==> config.mk <==
export PLATFORM = sky130hd
export DESIGN_NAME = vgtl_blend
export DESIGN_NICKNAME = d
export VERILOG_FILES = /design/src/vgtl_pkg.sv /design/src/vgtl_blend.sv
export SDC_FILE = /design/constraint.sdc
export NUM_CORES = 2
export LEC_CHECK = 0
export ABC_AREA = 1
export BUFFER_PORTS_ARGS = -buffer_cell sky130_fd_sc_hd__buf_4
export CAP_MARGIN = 25
export CORE_MARGIN = 1.5
export CORE_UTILIZATION = 38
export DETAILED_ROUTE_END_ITERATION = 7
export GPL_TIMING_DRIVEN = 0
export SKIP_LAST_GASP = 1
export SLEW_MARGIN = 10
export SYNTH_ARGS = -nofsm -noshare
export SYNTH_HDL_FRONTEND = slang
export SYNTH_SLANG_ARGS = --single-unit
==> constraint.sdc <==
create_clock -name vclk -period 12.4
set_input_delay 1.86 -clock vclk [all_inputs]
set_output_delay 1.86 -clock vclk [all_outputs]
set_load 0.005 [all_outputs]
==> src/vgtl_pkg.sv <==
// Shared constants and types for the vector grid trilinear lookup core.
`timescale 1ns / 1ps
package vgtl_pkg;
    localparam int MAX_SIDE    = 32;
    localparam int SIDE_BITS   = $clog2(MAX_SIDE);
    localparam int ADDR_BITS   = 3 * SIDE_BITS;
    localparam int CELLS       = MAX_SIDE * MAX_SIDE * MAX_SIDE;
    localparam int SAMPLE_BITS = 32;
    localparam int FRAC_BITS   = 16;

    localparam logic [2:0] REG_SIDE_X  = 3'd0;
    localparam logic [2:0] REG_SIDE_Y  = 3'd1;
    localparam logic [2:0] REG_SIDE_Z  = 3'd2;
    localparam logic [2:0] REG_SCALE_X = 3'd3;
    localparam logic [2:0] REG_SCALE_Y = 3'd4;
    localparam logic [2:0] REG_SCALE_Z = 3'd5;
    localparam logic [2:0] REG_SHIFT_X = 3'd6;

    // three components, index 0 is x
    typedef logic [2:0][SAMPLE_BITS-1:0] vec_t;
endpackage

==> src/vgtl_blend.sv <==
// Three-lane linear blend a + round((b - a) * f), halves rounded upward.
`timescale 1ns / 1ps
module vgtl_blend (
    input  vgtl_pkg::vec_t                   a,
    input  vgtl_pkg::vec_t                   b,
    input  logic [vgtl_pkg::FRAC_BITS-1:0]   f,
    output vgtl_pkg::vec_t                   y
);
    import vgtl_pkg::*;

    localparam int PW = SAMPLE_BITS + FRAC_BITS + 2;

    logic signed [SAMPLE_BITS:0] d [3];
    logic signed [PW-1:0]        p [3];
    logic signed [PW-1:0]        r [3];

    always_comb
    begin
        for (int k = 0; k < 3; k++)
        begin
            d[k] = $signed({b[k][SAMPLE_BITS-1], b[k]})
                 - $signed({a[k][SAMPLE_BITS-1], a[k]});
            p[k] = PW'(d[k]) * PW'($signed({1'b0, f}));
            r[k] = (p[k] + PW'(1 << (FRAC_BITS - 1))) >>> FRAC_BITS;
            y[k] = a[k] + r[k][SAMPLE_BITS-1:0];
        end
    end
endmodule

==> impl_metrics.toml <==
[placed_design]
port_buffers = 296
placedCellCount = 11670
gp_congestion = 1.017
hpwl_um = 238800
dpl_cell_area_sq_um = 73090

[final_layout]
final_layout_size_suffix_gt1_frac = 0.2429
stdcell_count = 12140
final_cell_area_sq_um = 85970
layout.nets = 12100
clock_buffers = 0
sequential_cell_total = 0
nFillCells = 17220
area_growth_pct = 27.78
seq_area_sq_um = 0

[worst_setup_path]
crit_family = "adder cells"
path_buf_inv = 12
worst_path_largest_cell_delay_ns = 0.79
required_ns = 10.54
startpoint = "f[7]"
critical_path_class = "primary input to primary output"
slowest_stage = "clkbuf_1"
arrival_ns = 10.77
endpoint_kind = "primary output"
crit_fanout = 10
cp-start-kind = "primary input"

[detailed_routing]
drtAntennaViolNets = 0
firstDrtPassIters = 6
drtIter0Drc = 5710
wl_um = 285500
viasPerCell = 5.301
wire_per_inst_um = 23.51
drc = 0
vias = 64370

[hold_path]
min_to = "y[0]"
whs_path_depth = 3
hold_start = "a[0]"
hold_path_class = "primary input to primary output"

[grt]
grt_antenna_before_repair = 14
grt_max_degree = 15
use_met2 = 0.4868
grt_util_met3 = 0.06563
grt-busiest-layer = "met2"
grtUsageTotal = 0.3116
met1_usage = 0.4226
grt_pass1_vias = 65620
grt_pass1_wl_um = 417600
grt_overflow_total = 0

[logic_synthesis]
synthCells = 8991
yosys-top-cells-area = "fa_1 44%, inv_1 14%, ha_1 12%"
avgSynthCellArea_sq_um = 7.483
syn_nets = 11300
ys_seq_area_frac = 0
netlist_area_sq_um = 67280
synth_top_area_share = 0.4392
ys_warn_count = 0
synth.distinct_cells = 62
yosys.area.top_type = "fa_1"

[floorplan]
die_h_um = 423.8
die-area_sq_um = 179600
row_count = 154
ios = 304
fp.dieW_um = 423.8
initial_core_util = 0.3824
core-area_sq_um = 175900

[timing]
hold_violations = 0
drv_slew = 0
fin_ws_ns = -0.2341
rsz0062_at_grt = "true"
slew_headroom = 0.1501
tightest_slew_ns = 1.275
max_clock_freq_ghz = 0.07915
fin_crit_sh = 1.019
finalSetupViolCount = 7
period_needed_ns = 12.63

[clock_network]
hold_buffers = 0

[status]
outcome = "finished with violations"
violations = "setup timing"

[run]
maxCapViolCount = 0
worst max-delay path by stage:
stage               depth (start not counted)     to
floorplan                                  44  y[29]
global placement                           38  y[59]
detailed placement                         38  y[59]
CTS                                        48  y[63]
global route                               46  y[89]
finish                                     37  y[89]
synth_stat cells (11+ instances only):
cell	instances
fa_1	1476
inv_1	2440
o21bai_1	45
a31oi_1	43
o21ai_0	174
nor2_1	1327
nand4_1	31
clkbuf_1	174
clkinv_1	13
buf_2	17
o21ai_1	14
a21boi_0	11
nand2_2	31
a21oi_1	347
nand3_1	292
o21a_1	19
nor4_1	25
xor2_1	155
xnor2_1	74
inv_2	20
xor2_2	11
a21o_1	56
nand2_1	1314
ha_1	621
or2_2	69
nor3_1	54
what timing repair did:
| action | CTS | global route |
|---|---|---|
| endpoints found under the hold margin | 0 | 0 |
| gates cloned | 0 | 2 |
| gates resized for setup | 1115 | 945 |
| endpoints found under the setup margin | 87 | 67 |
| buffers inserted | 246 | 221 |
| pin swaps | 300 | 524 |
through the flow:
step	hold slack [ns]	worst slack (ns)	TNS [ns]	util
floorplan	3.839	0.7915	0	-
global placement	4.031	-2.472	-118.99	0.4117
detailed placement	4.030	-2.405	-113.18	0.4155
CTS	4.056	-0.05572	-0.06361	0.4561
global route	4.033	-0.4918	-7.036	0.4886
finish	4.021	-0.2341	-0.8341	0.4887
kinds of logic after synthesis:
family | after synthesis | synth area share
AO/OA/AOI/OAI | 780 | 0.06803
adder cells (fa/ha/maj) | 2097 | 0.5547
buffers and inverters | 2689 | 0.1517
XOR/XNOR | 245 | 0.03377
AND/OR/NAND/NOR | 3180 | 0.1918
layout make-up:
cell class / count / area [sq um] / share of cell area
buffer: 208 / 1154 / 0.01342
multi-input combinational: 6303 / 65740 / 0.7647
antenna: 6 / 15.01 / 0.0001746
inverter: 2473 / 9389 / 0.1092
tap: 2340 / 2928 / 0.03406
timing repair buffer: 813 / 6745 / 0.07846
cell usage in the layout (no fill, tap or decap), types with 102 or more instances in the layout:
cell type	netlist	layout
ha_1	621	411
nor2_2	0	102
a21oi_2	2	138
nor2_1	1327	1156
clkbuf_1	174	116
ha_4	0	174
nand2_2	31	182
buf_4	10	727
nand3_1	292	240
nand2_1	1314	1075
inv_1	2440	2335
a21oi_1	347	164
fa_1	1476	1392
layer usage:
| layer | routed length [um] | vias to the layer above |
|---|---|---|
| met3 | 29030 | 672 |
| li1 | - | 28030 |
| met2 | 126100 | 3212 |
| met4 | 15060 | 10 |
| met5 | 61 | - |
| met1 | 115200 | 32450 |
