[config.mk]
export PLATFORM = sky130hd
export DESIGN_NAME = vgtl_ram
export DESIGN_NICKNAME = d
export VERILOG_FILES = /design/src/vgtl_ram.sv
export SDC_FILE = /design/constraint.sdc
export NUM_CORES = 1
export LEC_CHECK = 0
export BUFFER_PORTS_ARGS = -buffer_cell sky130_fd_sc_hd__buf_2
export CAP_MARGIN = 20
export CORE_MARGIN = 2
export CORE_UTILIZATION = 53
export CTS_BUF_LIST = sky130_fd_sc_hd__clkbuf_8
export CTS_CLUSTER_SIZE = 28
export DETAILED_ROUTE_END_ITERATION = 16
export GPL_TIMING_DRIVEN = 0
export PLACE_DENSITY = 0.69
export SLEW_MARGIN = 20
export SYNTH_ARGS = -nofsm -noshare
export SYNTH_HDL_FRONTEND = slang
export SYNTH_SLANG_ARGS = --single-unit
[constraint.sdc]
create_clock -name clk -period 4.3 [get_ports clk]
set_input_delay 0.86 -clock clk [delete_from_list [all_inputs] [get_ports clk]]
set_output_delay 0.86 -clock clk [all_outputs]
set_load 0.02 [all_outputs]
[src/vgtl_ram.sv]
// Generic single-port synchronous RAM with registered read.
`timescale 1ns / 1ps
module vgtl_ram #(
    parameter int WIDTH = 8,
    parameter int DEPTH = 16
) (
    input  logic                     clk,
    input  logic                     en,
    input  logic                     we,
    input  logic [$clog2(DEPTH)-1:0] addr,
    input  logic [WIDTH-1:0]         wdata,
    output logic [WIDTH-1:0]         rdata
);
    logic [WIDTH-1:0] mem [DEPTH];
    logic [WIDTH-1:0] rdata_reg;

    always_ff @(posedge clk)
    begin
        if (en)
        begin
            if (we)
                mem[addr] <= wdata;
            else
                rdata_reg <= mem[addr];
        end
    end

    assign rdata = rdata_reg;
endmodule

==> summary.txt <==
Logic synthesis
  – Flops & latches, synth: 136
  – Mapped Area: 5240 um^2
  – Post-Synthesis Net Count: 249
  – Post-Synthesis Mean Instance Area: 22.4 um^2
  – Cells after Synth: 234
  – Netlist cell types: 18
  – Seq/Total Area, Yosys: 78.0%
  – Synth warn: 0

CTS
  – CTS tree: built
  – Clock buffer count from CTS: 17
  – Clock tree buffer depth: 2
  – Reg clk slew, reported paths: 0.07 ns
  – Post-cts hold buffer count: 0
  – Worst-Skew Late Latency: 0.42 ns
  – Root Buffer: clkbuf_8
  – H-tree levels: 4
  – Setup bufs post-CTS: 0
  – Cts repair resizes: 0
  – CTS Sinks: 136

Worst hold path
  – Worst Hold Launch: mem[11][1]$_DFFE_PP_
  – WHS Path Cells: 3
  – Min-delay worst type: flop to flop
  – Endpoint, Worst Hold: rdata[1]$_DFFE_PP_

Floorplan
  – Die height: 103 um
  – # IOs: 23
  – Die X: 103 um
  – Starting density of the core: 54.1%
  – Die area: 10700 um^2
  – Core Box Area: 9680 um^2
  – Cell Rows: 36

Critical path
  – CP max FO: 10
  – Worst path slowest cell: nor2_1
  – Crit path largest cell delay: 0.70 ns
  – Reg2Reg Setup Slack: 2.79 ns
  – Crit. End Element: flop
  – Reg-to-reg critical path endpoint: rdata[1]$_DFFE_PP_
  – Worst R2R Start: mem[0][1]$_DFFE_PP_
  – Crit start category: input port
  – Req. time, crit path: 4.35 ns
  – R2R depth: 3
  – Crit path cell chain: buf_2, buf_1, nand4_1, nor2_1
  – Critical setup path kind: input port to flop
  – Critical Path AT: 2.59 ns

Timing
  – Setup WS post-layout: 1.76 ns
  – RSZ-0062 raised after global routing: no
  – Worst Skew: 0.00567 ns
  – Final number of hold-violating endpoints: 0
  – Final Max Tran Viols: 0
  – Period utilisation layout: 59.0%
  – Minimum clock period: 2.54 ns
  – Relative slew slack: 43.4%
  – Final hold slack: 0.772 ns
  – Setup violators final: 0
  – Worst Max-Slew Pin Slew: 0.847 ns
  – Maximum clock rate: 394 MHz
  – Total negative slack: 0 ns

Power and ir drop
  – Net Sw Power: 0.511 mW
  – Pwr dens: 439 nW/um^2
  – Pint: 2.08 mW
  – Net Sw Frac: 19.7%
  – LEAKAGE: 1.93 nW
  – Sequential fraction of design power: 57.2%
  – Combinational power share: 4.9%
  – Clock power share: 37.9%
  – Maximum vdd ir drop: 0.186 mV

Finish
  – Core Util, Final: 60.9%
  – Register area: 4080 um^2
  – Diodes inserted: 0
  – Area growth syn-to-layout: 12.7%
  – Multi-input gate area: 1090 um^2
  – Fillers: 700
  – Max reg flops: 128
  – Final nets: 288
  – Share of post-route cells with drive strength above 1: 24.5%
  – Final instance count without filler cells: 419

Drt
  – DRT antenna net count: 0
  – Drt wl/cell: 22.1 um
  – DR DRC count: 0
  – Initial DRC Count: 123
  – Vias/cell: 5.67
  – Vias: 2376
  – TritonRoute pass-1 iters: 4
  – Final wirelength: 9250 um

Global route
  – GR Overflow Total: 0
  – GRT Total Usage: 19.3%
  – Initial antenna violation count: 0
  – First-pass GRT wire length: 13800 um
  – Vias in the first global route: 2384
  – Largest net degree at the start of global routing: 17

Placement
  – Gpl congestion: 0.753
  – HPWL Detailed: 5820 um
  – Pre-CTS setup slack: 1.29 ns
  – Port bufs: 20
  – DP Cell Count: 387

Job
  – Max-Cap Viols: 0

Outcome
  – Status: finished, final reports clean
logic make-up after synthesis:
group	share of synthesized area, %
muxes	14.9
buffers and inverters	1.50
DFF	78.0
AOI/OAI and AO/OA	2.29
and+or+nand+nor	3.32
per-layer routing:
metal	wire [um]	vias up	GRT usage, %
li1	-	1077	-
met1	4080	1216	27.5
met2	4450	76	28.6
met3	612	7	6.72
met4	108	0	6.07
met5	0	-	0
final cells by class:
class,count,share of cell area (%)
well taps,133,2.82
multi-input cells,85,18.6
clock inverters,15,2.42
clock buffers,17,3.97
plain buffers,13,1.34
flip-flops and latches,136,69.2
repair buffers,20,1.70
cell usage in the layout (no fill, tap or decap), types with 5 or more instances in the layout:
cell / Yosys / layout
clkbuf_1: 5 / 5
mux4_1: 16 / 16
clkinv_1: 0 / 6
edfxtp_1: 136 / 136
a22oi_1: 16 / 16
nand2_1: 10 / 10
nor2_1: 13 / 13
mux4_2: 16 / 16
clkbuf_8: 0 / 17
buf_2: 3 / 23
power groups by stage:
stage,Combinational [mW],Sequential [mW],Clock (mW)
3_3_place_gp,0.124,1.51,0
2_1_floorplan,0.0710,1.51,0
3_5_place_dp,0.128,1.51,0
6_report,0.127,1.48,0.982
4_1_cts,0.128,1.48,1.00
5_1_grt,0.139,1.48,1.06
critical path: cells and delay by family:
kind / cells / cell delay [ns]
buf+inv: 2 / 0.67
simple gates: 2 / 1.05
worst max path at each step:
stage / from / end / slack (ns) / cells past startpoint
after floorplan: addr[0] / mem[0][0]$_DFFE_PP_ / 1.72 / 4
after global placement: addr[1] / mem[3][1]$_DFFE_PP_ / 0.98 / 4
after detailed placement: addr[1] / mem[11][2]$_DFFE_PP_ / 1.29 / 4
after CTS: addr[1] / mem[11][5]$_DFFE_PP_ / 1.76 / 4
after global routing: addr[1] / mem[15][6]$_DFFE_PP_ / 1.60 / 4
final: addr[1] / mem[11][5]$_DFFE_PP_ / 1.76 / 4
through the flow:
stage               total power [mW]  cell area, um^2
floorplan                       1.59             5240
global placement                1.63             5500
detailed placement              1.64             5520
CTS                             2.61             5900
global route                    2.68             5900
finish                          2.59             5900
synth_stat cells:
cell | instances | area [um^2]
edfxtp_1 | 136 | 4080
a22oi_1 | 16 | 120
mux4_1 | 16 | 420
mux4_2 | 16 | 360
nor2_1 | 13 | 48.8
nand2_1 | 10 | 37.5
clkbuf_1 | 5 | 18.8
nor3_1 | 4 | 20.0
buf_2 | 3 | 15.0
nor2b_1 | 3 | 18.8
buf_1 | 2 | 7.51
buf_6 | 2 | 22.5
nand2b_1 | 2 | 12.5
nand4b_1 | 2 | 17.5
and2_1 | 1 | 6.26
buf_8 | 1 | 15.0
nand4_1 | 1 | 6.26
or3_1 | 1 | 6.26
(Power assumes the default switching activity.)
